`config.mk`:
```
export PLATFORM = sky130hd
export DESIGN_NAME = buddy_block_allocator_flat
export DESIGN_NICKNAME = d
export VERILOG_FILES = /design/src/hdl/bba_pkg.sv /design/src/hdl/bba_ifs.sv /design/src/hdl/buddy_block_allocator.sv /design/src/hdl/bba_node_mem.sv /design/src/hdl/bba_div.sv /design/src/flat_wrapper.sv
export VERILOG_INCLUDE_DIRS = /design/src /design/src/hdl
export SDC_FILE = /design/constraint.sdc
export NUM_CORES = 2
export LEC_CHECK = 0
export ABC_AREA = 1
export BUFFER_PORTS_ARGS = -buffer_cell sky130_fd_sc_hd__buf_2
export CORE_MARGIN = 2
export CORE_UTILIZATION = 55
export DETAILED_ROUTE_END_ITERATION = 12
export HOLD_SLACK_MARGIN = 0.12
export PLACE_DENSITY = 0.71
export SYNTH_ARGS = -nofsm -noshare
export SYNTH_HDL_FRONTEND = slang
export SYNTH_SLANG_ARGS = --single-unit
export TNS_END_PERCENT = 50
```
`constraint.sdc`:
```
create_clock -name clk -period 116.8 [get_ports clk]
set_input_delay 0 -clock clk [delete_from_list [all_inputs] [get_ports clk]]
set_output_delay 0 -clock clk [all_outputs]
set_load 0.02 [all_outputs]
```
`src/hdl/buddy_block_allocator_defines.svh`:
```
// assertion macros for the buddy block allocator
// depends on clk and arst_n being visible where the macros are used
`ifndef BUDDY_BLOCK_ALLOCATOR_DEFINES_SVH
`define BUDDY_BLOCK_ALLOCATOR_DEFINES_SVH

// same-cycle implication, checked out of reset
`define BBA_ASSERT_NOW(lbl, ante, cons) \
	lbl: assert property (@(posedge clk) disable iff (!arst_n) (ante) |-> (cons)) \
		else $error("buddy allocator check failed");

// next-cycle implication, checked out of reset
`define BBA_ASSERT_NEXT(lbl, ante, cons) \
	lbl: assert property (@(posedge clk) disable iff (!arst_n) (ante) |=> (cons)) \
		else $error("buddy allocator check failed");

`endif

```
`src/hdl/bba_pkg.sv`:
```
// shared constants for the buddy block allocator
// no dependencies
`timescale 1ns / 1ps

package bba_pkg;

	// payload widths
	localparam int KIND_W   = 1;
	localparam int BYTES_W  = 15;
	localparam int OFFS_W   = 14;
	localparam int STATUS_W = 2;
	localparam int TOP_W    = 4;

	// parameter defaults
	localparam int MIN_BLOCK_DEF = 32;
	localparam int LEVELS_DEF    = 10;
	localparam int TOP_RESET     = 5;

	// request kinds
	localparam logic [KIND_W-1:0] KIND_ALLOC = 1'b0;
	localparam logic [KIND_W-1:0] KIND_FREE  = 1'b1;

	// result status codes
	localparam logic [STATUS_W-1:0] ST_OK      = 2'd0;
	localparam logic [STATUS_W-1:0] ST_TOO_BIG = 2'd1;
	localparam logic [STATUS_W-1:0] ST_NO_FREE = 2'd2;

endpackage

```
`src/hdl/bba_ifs.sv`:
```
// valid/ready channel interfaces for request, result and config
// depends on bba_pkg
`timescale 1ns / 1ps

interface bba_req_if;
	logic                         valid;
	logic                         ready;
	logic [bba_pkg::KIND_W-1:0]   kind;
	logic [bba_pkg::BYTES_W-1:0]  req_bytes;
	logic [bba_pkg::OFFS_W-1:0]   block_offset;
	modport source (output valid, kind, req_bytes, block_offset, input ready);
	modport sink (input valid, kind, req_bytes, block_offset, output ready);
endinterface

interface bba_rsp_if;
	logic                          valid;
	logic                          ready;
	logic [bba_pkg::OFFS_W-1:0]    grant_offset;
	logic [bba_pkg::STATUS_W-1:0]  status;
	modport source (output valid, grant_offset, status, input ready);
	modport sink (input valid, grant_offset, status, output ready);
endinterface

interface bba_cfg_if;
	logic                       valid;
	logic                       ready;
	logic [bba_pkg::TOP_W-1:0]  top_level;
	modport source (output valid, top_level, input ready);
	modport sink (input valid, top_level, output ready);
endinterface

```
`src/hdl/buddy_block_allocator.sv`:
```
// buddy allocator top level: sequencer, node address unit and result register
// depends on bba_pkg, bba_ifs, bba_node_mem, bba_div, buddy_block_allocator_defines.svh
`timescale 1ns / 1ps

// Buddy allocator over a region of MIN_BLOCK << top_level bytes, one free bit
// per tree node held in a single-port-write, registered-read memory. One
// request is handled at a time; the block is not ready while it works. An
// allocate request scans the tree node by node, each node probed through an
// address state and a check state, from the lowest-addressed block of the
// requested level upward. A free request waits for the offset divide (a
// reciprocal multiply), then passes the set, read, check and two merge states
// for each merged level. An oversized request goes straight to the done
// state. After reset and after every top_level write the free map is cleared
// by a pass over all (1 << LEVELS) - 1 nodes, one node per cycle, during
// which no request is accepted; a top_level write also gives back every
// block. The result sits in an output register.

`include "buddy_block_allocator_defines.svh"

module buddy_block_allocator #(
	parameter int MIN_BLOCK = bba_pkg::MIN_BLOCK_DEF,
	parameter int LEVELS    = bba_pkg::LEVELS_DEF
) (
	input  logic     clk,
	input  logic     arst_n,
	bba_req_if.sink  req,
	bba_rsp_if.source rsp,
	bba_cfg_if.sink  cfg
);

	localparam int NODES = (1 << LEVELS) - 1;
	localparam int AW    = LEVELS;
	localparam int BW    = LEVELS;
	localparam int LW    = $clog2(LEVELS + 1);
	localparam int GW    = BW + $clog2(MIN_BLOCK + 1);
	localparam int TOP_INIT = (bba_pkg::TOP_RESET < LEVELS) ? bba_pkg::TOP_RESET : LEVELS - 1;

	// sequencer codes
	localparam int SW = 4;
	localparam logic [SW-1:0] ST_IDLE  = 4'd0;
	localparam logic [SW-1:0] ST_CLEAR = 4'd1;
	localparam logic [SW-1:0] ST_ARD   = 4'd2;
	localparam logic [SW-1:0] ST_ACHK  = 4'd3;
	localparam logic [SW-1:0] ST_ATAKE = 4'd4;
	localparam logic [SW-1:0] ST_ASPL  = 4'd5;
	localparam logic [SW-1:0] ST_FDIV  = 4'd6;
	localparam logic [SW-1:0] ST_FSET  = 4'd7;
	localparam logic [SW-1:0] ST_FRD   = 4'd8;
	localparam logic [SW-1:0] ST_FCHK  = 4'd9;
	localparam logic [SW-1:0] ST_FMA   = 4'd10;
	localparam logic [SW-1:0] ST_FMB   = 4'd11;
	localparam logic [SW-1:0] ST_DONE  = 4'd12;

	logic [SW-1:0] state_q;
	logic [LW-1:0] top_q;
	logic [LW-1:0] lvl_q;
	logic [LW-1:0] l_q;
	logic [BW-1:0] b_q;
	logic [AW-1:0] clr_q;
	logic [bba_pkg::OFFS_W-1:0]   res_grant_q;
	logic [bba_pkg::STATUS_W-1:0] res_status_q;
	logic                         out_valid_q;
	logic [bba_pkg::OFFS_W-1:0]   out_grant_q;
	logic [bba_pkg::STATUS_W-1:0] out_status_q;

	logic [LW-1:0] size_lvl;
	logic [BW-1:0] b_sel;
	logic [AW-1:0] node_addr;
	logic [AW-1:0] top_addr;
	logic          mem_we;
	logic [AW-1:0] mem_waddr;
	logic          mem_wdata;
	logic          mem_rdata;
	logic          div_start;
	logic          div_done;
	logic [bba_pkg::OFFS_W-1:0] div_quo;
	logic [bba_pkg::OFFS_W-1:0] blk;
	logic [BW-1:0] b_next;
	logic [BW-1:0] lvl_count;
	logic [GW-1:0] grant_full;
	logic          req_fire;
	logic          out_free;

	// level whose block holds the request size
	always_comb begin
		size_lvl = LW'(LEVELS);
		for (int l = LEVELS - 1; l >= 0; l--) begin
			if (32'(req.req_bytes) <= (32'(MIN_BLOCK) << l)) begin
				size_lvl = LW'(l);
			end
		end
	end

	// shared node address unit
	always_comb begin
		case (state_q)
			ST_ASPL:        b_sel = b_q | BW'(1);
			ST_FRD, ST_FMB: b_sel = b_q ^ BW'(1);
			default:        b_sel = b_q;
		endcase
	end
	assign node_addr = ((AW'(1) << (LW'(LEVELS - 1) - l_q)) - AW'(1)) + AW'(b_sel);
	assign top_addr  = (AW'(1) << (LW'(LEVELS - 1) - top_q)) - AW'(1);

	// scan bookkeeping and grant offset
	assign b_next     = b_q + BW'(1);
	assign lvl_count  = BW'(1) << (top_q - l_q);
	assign grant_full = GW'(b_q << lvl_q) * GW'(MIN_BLOCK);
	assign blk        = div_quo >> lvl_q;

	// memory write port
	always_comb begin
		mem_we    = 1'b0;
		mem_waddr = node_addr;
		mem_wdata = 1'b0;
		unique case (state_q)
			ST_CLEAR: begin
				mem_we    = 1'b1;
				mem_waddr = clr_q;
				mem_wdata = (clr_q == top_addr);
			end
			ST_ATAKE, ST_FMA, ST_FMB: mem_we = 1'b1;
			ST_ASPL, ST_FSET: begin
				mem_we    = 1'b1;
				mem_wdata = 1'b1;
			end
			default: mem_we = 1'b0;
		endcase
	end

	assign req.ready = (state_q == ST_IDLE);
	assign cfg.ready = 1'b1;
	assign req_fire  = req.valid && req.ready;
	assign out_free  = !out_valid_q || rsp.ready;
	assign div_start = req_fire && (req.kind == bba_pkg::KIND_FREE) && (size_lvl <= top_q);

	bba_node_mem #(.DEPTH(NODES), .AW(AW)) u_mem (
		.clk   (clk),
		.we    (mem_we),
		.waddr (mem_waddr),
		.wdata (mem_wdata),
		.raddr (node_addr),
		.rdata (mem_rdata)
	);

	bba_div #(.DIVISOR(MIN_BLOCK), .WIDTH(bba_pkg::OFFS_W)) u_div (
		.clk      (clk),
		.arst_n   (arst_n),
		.start    (div_start),
		.dividend (req.block_offset),
		.done     (div_done),
		.quotient (div_quo)
	);

	// sequencer
	always_ff @(posedge clk or negedge arst_n) begin
		if (!arst_n) begin
			state_q      <= ST_CLEAR;
			top_q        <= LW'(TOP_INIT);
			clr_q        <= '0;
			l_q          <= '0;
			b_q          <= '0;
			lvl_q        <= '0;
			res_grant_q  <= '0;
			res_status_q <= bba_pkg::ST_OK;
		end else if (cfg.valid) begin
			top_q   <= ({1'b0, cfg.top_level} > 5'(LEVELS - 1)) ? LW'(LEVELS - 1)
			                                                    : LW'(cfg.top_level);
			state_q <= ST_CLEAR;
			clr_q   <= '0;
		end else begin
			unique case (state_q)
				ST_CLEAR: begin
					clr_q <= clr_q + AW'(1);
					if (clr_q == AW'(NODES - 1)) begin
						state_q <= ST_IDLE;
					end
				end
				ST_IDLE: begin
					if (req_fire) begin
						lvl_q <= size_lvl;
						l_q   <= size_lvl;
						b_q   <= '0;
						if (size_lvl > top_q) begin
							res_status_q <= bba_pkg::ST_TOO_BIG;
							res_grant_q  <= '0;
							state_q      <= ST_DONE;
						end else if (req.kind == bba_pkg::KIND_ALLOC) begin
							state_q <= ST_ARD;
						end else begin
							state_q <= ST_FDIV;
						end
					end
				end
				ST_ARD: state_q <= ST_ACHK;
				ST_ACHK: begin
					if (mem_rdata) begin
						state_q <= ST_ATAKE;
					end else if (b_next == lvl_count) begin
						if (l_q == top_q) begin
							res_status_q <= bba_pkg::ST_NO_FREE;
							res_grant_q  <= '0;
							state_q      <= ST_DONE;
						end else begin
							l_q     <= l_q + LW'(1);
							b_q     <= '0;
							state_q <= ST_ARD;
						end
					end else begin
						b_q     <= b_next;
						state_q <= ST_ARD;
					end
				end
				ST_ATAKE, ST_ASPL: begin
					if (l_q == lvl_q) begin
						res_status_q <= bba_pkg::ST_OK;
						res_grant_q  <= grant_full[bba_pkg::OFFS_W-1:0];
						state_q      <= ST_DONE;
					end else begin
						l_q     <= l_q - LW'(1);
						b_q     <= b_q << 1;
						state_q <= ST_ASPL;
					end
				end
				ST_FDIV: begin
					if (div_done) begin
						res_grant_q <= '0;
						if ((blk >> (top_q - lvl_q)) != '0) begin
							res_status_q <= bba_pkg::ST_TOO_BIG;
							state_q      <= ST_DONE;
						end else begin
							res_status_q <= bba_pkg::ST_OK;
							b_q          <= BW'(blk);
							state_q      <= ST_FSET;
						end
					end
				end
				ST_FSET: state_q <= (l_q < top_q) ? ST_FRD : ST_DONE;
				ST_FRD:  state_q <= ST_FCHK;
				ST_FCHK: state_q <= mem_rdata ? ST_FMA : ST_DONE;
				ST_FMA:  state_q <= ST_FMB;
				ST_FMB: begin
					l_q     <= l_q + LW'(1);
					b_q     <= b_q >> 1;
					state_q <= ST_FSET;
				end
				ST_DONE: begin
					if (out_free) begin
						state_q <= ST_IDLE;
					end
				end
				default: state_q <= ST_IDLE;
			endcase
		end
	end

	// output register
	always_ff @(posedge clk or negedge arst_n) begin
		if (!arst_n) begin
			out_valid_q <= 1'b0;
		end else if (state_q == ST_DONE && out_free) begin
			out_valid_q <= 1'b1;
		end else if (rsp.ready) begin
			out_valid_q <= 1'b0;
		end
	end

	always_ff @(posedge clk) begin
		if (state_q == ST_DONE && out_free) begin
			out_grant_q  <= res_grant_q;
			out_status_q <= res_status_q;
		end
	end

	assign rsp.valid        = out_valid_q;
	assign rsp.grant_offset = out_grant_q;
	assign rsp.status       = out_status_q;

	// checks
	`BBA_ASSERT_NOW(a_no_write_idle, state_q == ST_IDLE, !mem_we)
	`BBA_ASSERT_NOW(a_scan_in_region, state_q == ST_ACHK, l_q <= top_q)
	`BBA_ASSERT_NEXT(a_done_loads, state_q == ST_DONE && !out_valid_q && !cfg.valid, out_valid_q)
	`BBA_ASSERT_NOW(a_merge_below_top, state_q == ST_FMA, l_q < top_q)

endmodule

```
`src/hdl/bba_node_mem.sv`:
```
// one-bit-per-node free map, one write port and one registered read port
// no dependencies
`timescale 1ns / 1ps

module bba_node_mem #(
	parameter int DEPTH = 1023,
	parameter int AW    = 10
) (
	input  logic          clk,
	input  logic          we,
	input  logic [AW-1:0] waddr,
	input  logic          wdata,
	input  logic [AW-1:0] raddr,
	output logic          rdata
);

	logic mem [DEPTH];
	logic rdata_q;

	// write and registered read
	always_ff @(posedge clk) begin
		if (we) begin
			mem[waddr] <= wdata;
		end
		rdata_q <= mem[raddr];
	end

	assign rdata = rdata_q;

endmodule

```
`src/hdl/bba_div.sv`:
```
// constant divider by reciprocal multiplication, registered result, done the cycle after start
// no dependencies
`timescale 1ns / 1ps

module bba_div #(
	parameter int DIVISOR = 32,
	parameter int WIDTH   = 14
) (
	input  logic             clk,
	input  logic             arst_n,
	input  logic             start,
	input  logic [WIDTH-1:0] dividend,
	output logic             done,
	output logic [WIDTH-1:0] quotient
);

	// exact for every WIDTH-bit dividend: shift = WIDTH + ceil(log2(DIVISOR))
	localparam int     SH    = WIDTH + $clog2(DIVISOR);
	localparam int     MW    = WIDTH + 2;
	localparam int     PW    = WIDTH + MW;
	localparam longint RECIP = ((longint'(1) << SH) + longint'(DIVISOR) - longint'(1))
	                           / longint'(DIVISOR);
	localparam logic [MW-1:0] RECIP_M = MW'(RECIP);

	logic [PW-1:0] prod_q;
	logic          done_q;

	// completion flag
	always_ff @(posedge clk or negedge arst_n) begin
		if (!arst_n) begin
			done_q <= 1'b0;
		end else begin
			done_q <= start;
		end
	end

	// multiply by the scaled reciprocal
	always_ff @(posedge clk) begin
		if (start) begin
			prod_q <= PW'(dividend) * PW'(RECIP_M);
		end
	end

	assign done     = done_q;
	assign quotient = WIDTH'(prod_q >> SH);

endmodule

```
`src/flat_wrapper.sv`:
```
// flat-port wrapper written by rule: the top's interface ports become plain ports
module buddy_block_allocator_flat 
#(
	parameter int MIN_BLOCK = bba_pkg::MIN_BLOCK_DEF,
	parameter int LEVELS    = bba_pkg::LEVELS_DEF
)
  (clk, arst_n, req_valid, req_kind, req_req_bytes, req_block_offset, req_ready, rsp_valid, rsp_grant_offset, rsp_status, rsp_ready, cfg_valid, cfg_top_level, cfg_ready);
  bba_req_if req_i ();
  bba_rsp_if rsp_i ();
  bba_cfg_if cfg_i ();
  input  logic clk;
  input  logic arst_n;
  input wire logic [$bits(req_i.valid)-1:0] req_valid;
  input wire logic [$bits(req_i.kind)-1:0] req_kind;
  input wire logic [$bits(req_i.req_bytes)-1:0] req_req_bytes;
  input wire logic [$bits(req_i.block_offset)-1:0] req_block_offset;
  output wire logic [$bits(req_i.ready)-1:0] req_ready;
  output wire logic [$bits(rsp_i.valid)-1:0] rsp_valid;
  output wire logic [$bits(rsp_i.grant_offset)-1:0] rsp_grant_offset;
  output wire logic [$bits(rsp_i.status)-1:0] rsp_status;
  input wire logic [$bits(rsp_i.ready)-1:0] rsp_ready;
  input wire logic [$bits(cfg_i.valid)-1:0] cfg_valid;
  input wire logic [$bits(cfg_i.top_level)-1:0] cfg_top_level;
  output wire logic [$bits(cfg_i.ready)-1:0] cfg_ready;
  assign req_i.valid = req_valid;
  assign req_i.kind = req_kind;
  assign req_i.req_bytes = req_req_bytes;
  assign req_i.block_offset = req_block_offset;
  assign req_ready = req_i.ready;
  assign rsp_valid = rsp_i.valid;
  assign rsp_grant_offset = rsp_i.grant_offset;
  assign rsp_status = rsp_i.status;
  assign rsp_i.ready = rsp_ready;
  assign cfg_i.valid = cfg_valid;
  assign cfg_i.top_level = cfg_top_level;
  assign cfg_ready = cfg_i.ready;
  buddy_block_allocator #(.MIN_BLOCK(MIN_BLOCK), .LEVELS(LEVELS)) u_core (.clk(clk), .arst_n(arst_n), .req(req_i), .rsp(rsp_i), .cfg(cfg_i));
endmodule
```
**After elaboration in Yosys (flattened, before gate mapping)**

Memories as Yosys holds them, arrays and structs flattened. A register that Yosys moved wholly into a read port is not among the register bits.
Index checks and enable logic that the tools add are counted.

- Register bits: 84
- RAM bits: 1023
- Bits of input ports: 39
- Output and inout bits: 19
- Word-level logic and storage cells: 168
- Memories: 1

Memory list:

| name | depth | width | rd ports | clocked after memory_dff | write ports | line | RTL |
|---|---|---|---|---|---|---|---|
| u_core.u_mem.mem | 1023 | 1 | 1 | 1 | 1 | bba_node_mem.sv:17 | `logic mem [DEPTH];` |

- $add $sub $neg: 11
- $lt $le $gt $ge: 14
- Equal/unequal tests: 32
- Shift operators: 6
- Muxes and demuxes: 67
- Bitwise operators: 2
- Reduce and logical (&&, ||, !) cells: 22

Operators with widths:

| cell | count |
|---|---|
| $mux W4 | 26 |
| $mux W10 | 10 |
| $mux W14 | 7 |
| $pmux W14 S4 | 1 |
| $pmux W10 S5 | 1 |
| $pmux W4 S12 | 1 |
| $shl A1 B4 Y10 const A | 3 |
| $add A10 B1 Y10 const B | 2 |
| $eq A10 B10 Y1 | 2 |
| $eq A4 B4 Y1 const B | 5 |
| $eq A4 B3 Y1 const B | 4 |
| $mux W2 | 8 |
| $pmux W4 S4 | 1 |
| $le A15 B10 Y1 const B | 1 |
| $le A15 B11 Y1 const B | 1 |
| $le A15 B12 Y1 const B | 1 |
| $le A15 B13 Y1 const B | 1 |
| $le A15 B14 Y1 const B | 1 |
| $le A15 B15 Y1 const B | 1 |
| $le A15 B6 Y1 const B | 1 |
| $le A15 B7 Y1 const B | 1 |
| $le A15 B8 Y1 const B | 1 |
| $le A15 B9 Y1 const B | 1 |
| $ne A2 B2 Y1 const B | 7 |
| 41 further kinds | 66 |

**Depth between registers and ports, before layout**

- Depth after elaboration: 16
- Depth in mapped cells: 28
- Gate-level depth less buffers: 27

**Hierarchy**

A second synthesis with hierarchy kept.

- Cell total of the unflattened synthesis: 5717
- Area, all modules: 53221.0 µm²

By module, submodules not included:

| module | instances | cells each | area each (µm²) |
|---|---|---|---|
| bba_node_mem | 1 | 4683 | 46447.0 |
| buddy_block_allocator | 1 | 1018 | 6437.4 |
| bba_div | 1 | 16 | 336.6 |

**Worst setup path before layout**

OpenSTA, ideal clock, no wires.

- Path kind: flip-flop to flip-flop
- From: register u_core.state_q[3]
- To: memory u_core.u_mem.mem[0], data pin
- Data arrival time: 40.027 ns
- Data required time: 108.673 ns
- Slack: 68.646 ns
- Stages on the path, launching flop included: 4
- Path buffers: 0
- Cell sequence: dfrtp_1 -> inv_1 -> nand2_1 -> o21ai_0

- Longest elaborated chain between the ends: 3
- Elaborated cells between the ends (all ways): 5
- Those cells by class: eq/ne (3); mux (1); reduce/logical (1)

RTL lines:

| item | line | RTL |
|---|---|---|
| from (decl) | buddy_block_allocator.sv:54 | `logic [SW-1:0] state_q;` |
| from (signal assigned) | buddy_block_allocator.sv:238 | `ST_FSET: state_q <= (l_q < top_q) ? ST_FRD : ST_DONE;` |
| from (signal assigned) | buddy_block_allocator.sv:240 | `ST_FCHK: state_q <= mem_rdata ? ST_FMA : ST_DONE;` |
| $eq A4 B3 Y1 | buddy_block_allocator.sv:116 | `unique case (state_q)` |
| $reduce_or A2 Y1 | - |  |
| $pmux W1 S2 * | buddy_block_allocator.sv:116 |  |
| named net u_core.mem_wdata | buddy_block_allocator.sv:72 | `logic mem_wdata;` |
| to (decl) | bba_node_mem.sv:17 |  |

Mark *: on every way through the listed nets, which the timed path passes. The rest lies on a longest branch.

**Final worst setup path**

- From: register u_core.top_q[1]
- To: memory u_core.u_mem.mem[521], data pin

- Longest elaborated chain between the ends: 5

RTL lines:

| item | line | RTL |
|---|---|---|
| from (decl) | buddy_block_allocator.sv:55 | `logic [LW-1:0] top_q;` |
| from (signal assigned) | buddy_block_allocator.sv:159 | `top_q <= LW'(TOP_INIT);` |
| from (signal assigned) | buddy_block_allocator.sv:167 | `top_q <= ({1'b0, cfg.top_level} > 5'(LEVELS - 1)) ? LW'(LEVELS - 1)` |
| $sub A4 B4 Y4 | buddy_block_allocator.sv:103 | `assign top_addr = (AW'(1) << (LW'(LEVELS - 1) - top_q)) - AW'(1);` |
| $shl A1 B4 Y10 | buddy_block_allocator.sv:103 |  |
| $sub A10 B2 Y10 | buddy_block_allocator.sv:103 |  |
| $eq A10 B10 Y1 | buddy_block_allocator.sv:120 | `mem_wdata = (clr_q == top_addr);` |
| $pmux W1 S2 | buddy_block_allocator.sv:116 |  |
| named net u_core.mem_wdata | buddy_block_allocator.sv:72 |  |

The timed path passes the listed nets, and every way through them passes these cells.

==> impl_metrics.toml <==
[synth]
synth_edf_count = 1043
synth-xor-area-share_pct = 0.624
yosys-top-cells-area = "edfxtp_1 58%, nor3_1 9.6%, nand3_1 6.2%, nand2_1 5.6%, nor2_1 4.2%"
yosysWarnings = 0
async_flop_share_pct = 4.48
synth_seq_cells = 1093
synth_top_family_by_area = "simple AND/OR/NAND/NOR gates"
syn_avg_cell_area_um2 = 9.48
yosys_most_used_dff = "edfxtp_1"
synth_compound_area_share_pct = 5.63
synth_fa_ha_area_share_pct = 0.976
yosysTopAreaCell = "edfxtp_1"
syn_area_um2 = 54400
synth-seq-area-share_pct = 59.9
synthMuxAreaShare_pct = 0
ys_types = 59
netlist_instances = 5734
synth_top_area_share_pct = 57.6
yosys.area_share.simple_pct = 26.3

[worst_setup_path]
startpoint = "u_core.top_q[1]$_DFFE_PN0P_"
cp.required_ns = 117.11
critPathBufInv = 6
crit_chain = "inv_1 -> ha_1 -> or2_2 -> nand2_1 -> inv_1 -> nand2_1 -> ha_1 -> xor2_1 -> nand4_1 -> nor4_1 -> nand4_1 -> nor2_1 -> nand3b_1 -> o21ai_4 -> buf_4 -> buf_12 -> buf_4 -> buf_4"
reg2reg_to = "u_core.u_mem.mem[521]$_DFFE_PP_"
slowest_delay_ns = 1.00
crit_type = "flip-flop to flip-flop"
rr_worst_depth = 18
crit_fanout = 263
startpoint_type = "flip-flop"
crit_path_top_delay_cell = "buf_4"
cpMostUsedCell = "buf_4"
reg2reg_setup_slack_ns = 109.61
worstSetupEndpointType = "flip-flop"
reg2reg_from = "u_core.top_q[1]$_DFFE_PN0P_"
worstPathArrival_ns = 7.50
critPathTopFamily = "buffers and inverters"

[layout]
syn_to_final_growth_pct = 7.79
mostFrequentLayoutCells = "1043 x edfxtp_1, 1042 x nor3_1, 803 x nand2_1"
final_layout_size_suffix_gt1_share_pct = 6.23
diodes = 0
mostFrequentLayoutCell = "edfxtp_1"
final_util_pct = 59.7
nets = 5545

[clock_network]
ctsHoldBuffers = 56
htree_levels = 3
clk_latency_ns = 0.70
clk_pin_slew_worst_paths_ns = 0.06
clock_sinks = 1093
cts_tree = "done"
cts_made_buffers = 112
postCtsSetupBuffers = 0
cts_resized = 0
cts_buffer_depth = 3
cts_root_buffer = "clkbuf_16"

[route]
drtPass1Iterations = 6
top_layer = "met4"
ant_nets = 0
post_drt_via_cell_ratio = 6.16
dr_wl_met2_mm = 69.1
met3_length_mm = 13.3
totalWireLength_mm = 146
vias = 42188
post_drt_wl_per_cell_um = 21.3
drtIter0Drc = 5435
drc = 0
wl_met1_mm = 57.7

[worst_hold_path]
hold_depth = 5
hold_path_end = "u_core.state_q[3]$_DFFE_PN0P_"
hp-class = "primary input to flip-flop"
min_from = "rsp_ready"

[sta]
rsz0062_at_grt = "no"
min_period_over_period_pct = 6.16
tightest_slew_ns = 1.21
finalClockSkew_ns = 0.0329
hold_violations = 0
drv_slew = 0
period_needed_ns = 7.19
fmax_ghz = 0.139
setup-tns-final_ns = 0
slew_headroom_pct = 19.4
setup_viol_count_final = 0

[grt]
grt_use_total_pct = 28.2
antenna_found_initial = 0
grt_max_degree = 264
grt_pass1_wl_mm = 224
overflow = 0
grt_pass1_vias = 39426

[power]
powerDensity_nw_per_um2 = 24.0
p_leak_nw = 19.4
ir_worst_vdd_v = 0.0000315

[die]
die_area_um2 = 101000
ios = 58
initial_core_util_pct = 55.4
die_h_um = 318
die_w_um = 318
rows = 115
core_um2 = 98100

[placed_design]
dp_hpwl_mm = 74.2
gp_congestion = 0.926
io_buffers = 46

[outcome]
outcome = "complete, no violations"

[flow_run]
drv_cap = 0
how the worst max path moves through the flow:
stage | end | cells after the start
after detailed placement | u_core.u_mem.mem[96]$_DFFE_PP_ | 18
final | u_core.u_mem.mem[521]$_DFFE_PP_ | 18
after global placement | u_core.u_mem.mem[521]$_DFFE_PP_ | 18
after floorplan | u_core.u_mem.mem[0]$_DFFE_PP_ | 3
after global routing | u_core.u_mem.mem[651]$_DFFE_PP_ | 18
after CTS | u_core.u_mem.mem[680]$_DFFE_PP_ | 18
flip-flops by register name, indices dropped and copies added, names as in the netlist:
| name | count |
|---|---|
| u_core.u_mem.mem | 1023 |
| u_core.b_q | 10 |
| u_core.clr_q | 10 |
| u_core.res_grant_q | 9 |
| u_core.rsp.grant_offset | 9 |
| u_core.u_div.prod_q | 9 |
| u_core.l_q | 4 |
| u_core.lvl_q | 4 |
| u_core.state_q | 4 |
| u_core.top_q | 4 |
| u_core.res_status_q | 2 |
| u_core.rsp.status | 2 |
| u_core.rsp.valid | 1 |
| u_core.u_div.done | 1 |
| u_core.u_mem.rdata | 1 |
routing by layer:
metal / global-route usage (%) / vias up
met5: 0 / -
met4: 11.2 / 0
met3: 4.10 / 303
met2: 46.1 / 1991
met1: 38.1 / 20281
li1: - / 19613
cells by family after synthesis:
family / count (synthesis)
XOR/XNOR: 34
AND/OR/NAND/NOR: 3189
other: 2
buffers and inverters: 839
AO/OA/AOI/OAI: 537
adder cells (fa/ha/maj): 40
flip-flops: 1093
cell type report:
class                           count  area [µm²]
Inverter                          272        1040
Tap cell                         1287        1610
Fill cell                        8248       39500
Sequential cell                  1093       32600
Timing Repair Buffer              181        1450
Multi-Input combinational cell   3806       18500
Clock buffer                      142        2960
Clock inverter                     63         508
cell usage after synthesis, drive strengths merged (7+ instances only):
library cell	n
buf	345
o21ai	352
a21oi	52
nor4	7
xor2	23
o22ai	12
nand3	677
inv	269
xnor2	11
o211ai	101
nand2	810
nand4	16
edfxtp	1043
nor3	1053
ha	36
clkbuf	222
dfrtp	46
nor2	617
through the flow:
step | setup slack (ns) | instance area (µm²) | total power, mW | cells | hold slack [ns]
final | 109.61 | 58600 | 1.41 | 6844 | 0.235
after global routing | 109.06 | 58600 | 1.47 | 6844 | 0.255
after CTS | 109.74 | 58600 | 1.40 | 6844 | 0.179
after detailed placement | 109.78 | 54600 | 1.05 | 6583 | 0.157
after global placement | 109.90 | 54600 | 1.05 | 6583 | 0.150
after floorplan | 68.65 | 54400 | 0.821 | 5738 | -0.296
tightest hold or removal path, delay by kind of cell:
family                 cells  cell delay (ns)
buffers and inverters      2             0.64
AND/OR/NAND/NOR            3             0.26
where the power goes:
part	internal, mW	switching [mW]
Clock	0.195	0.149
Combinational	0.164	0.469
Sequential	0.425	0.00401
No activity file was read; power rests on OpenSTA's default activity.
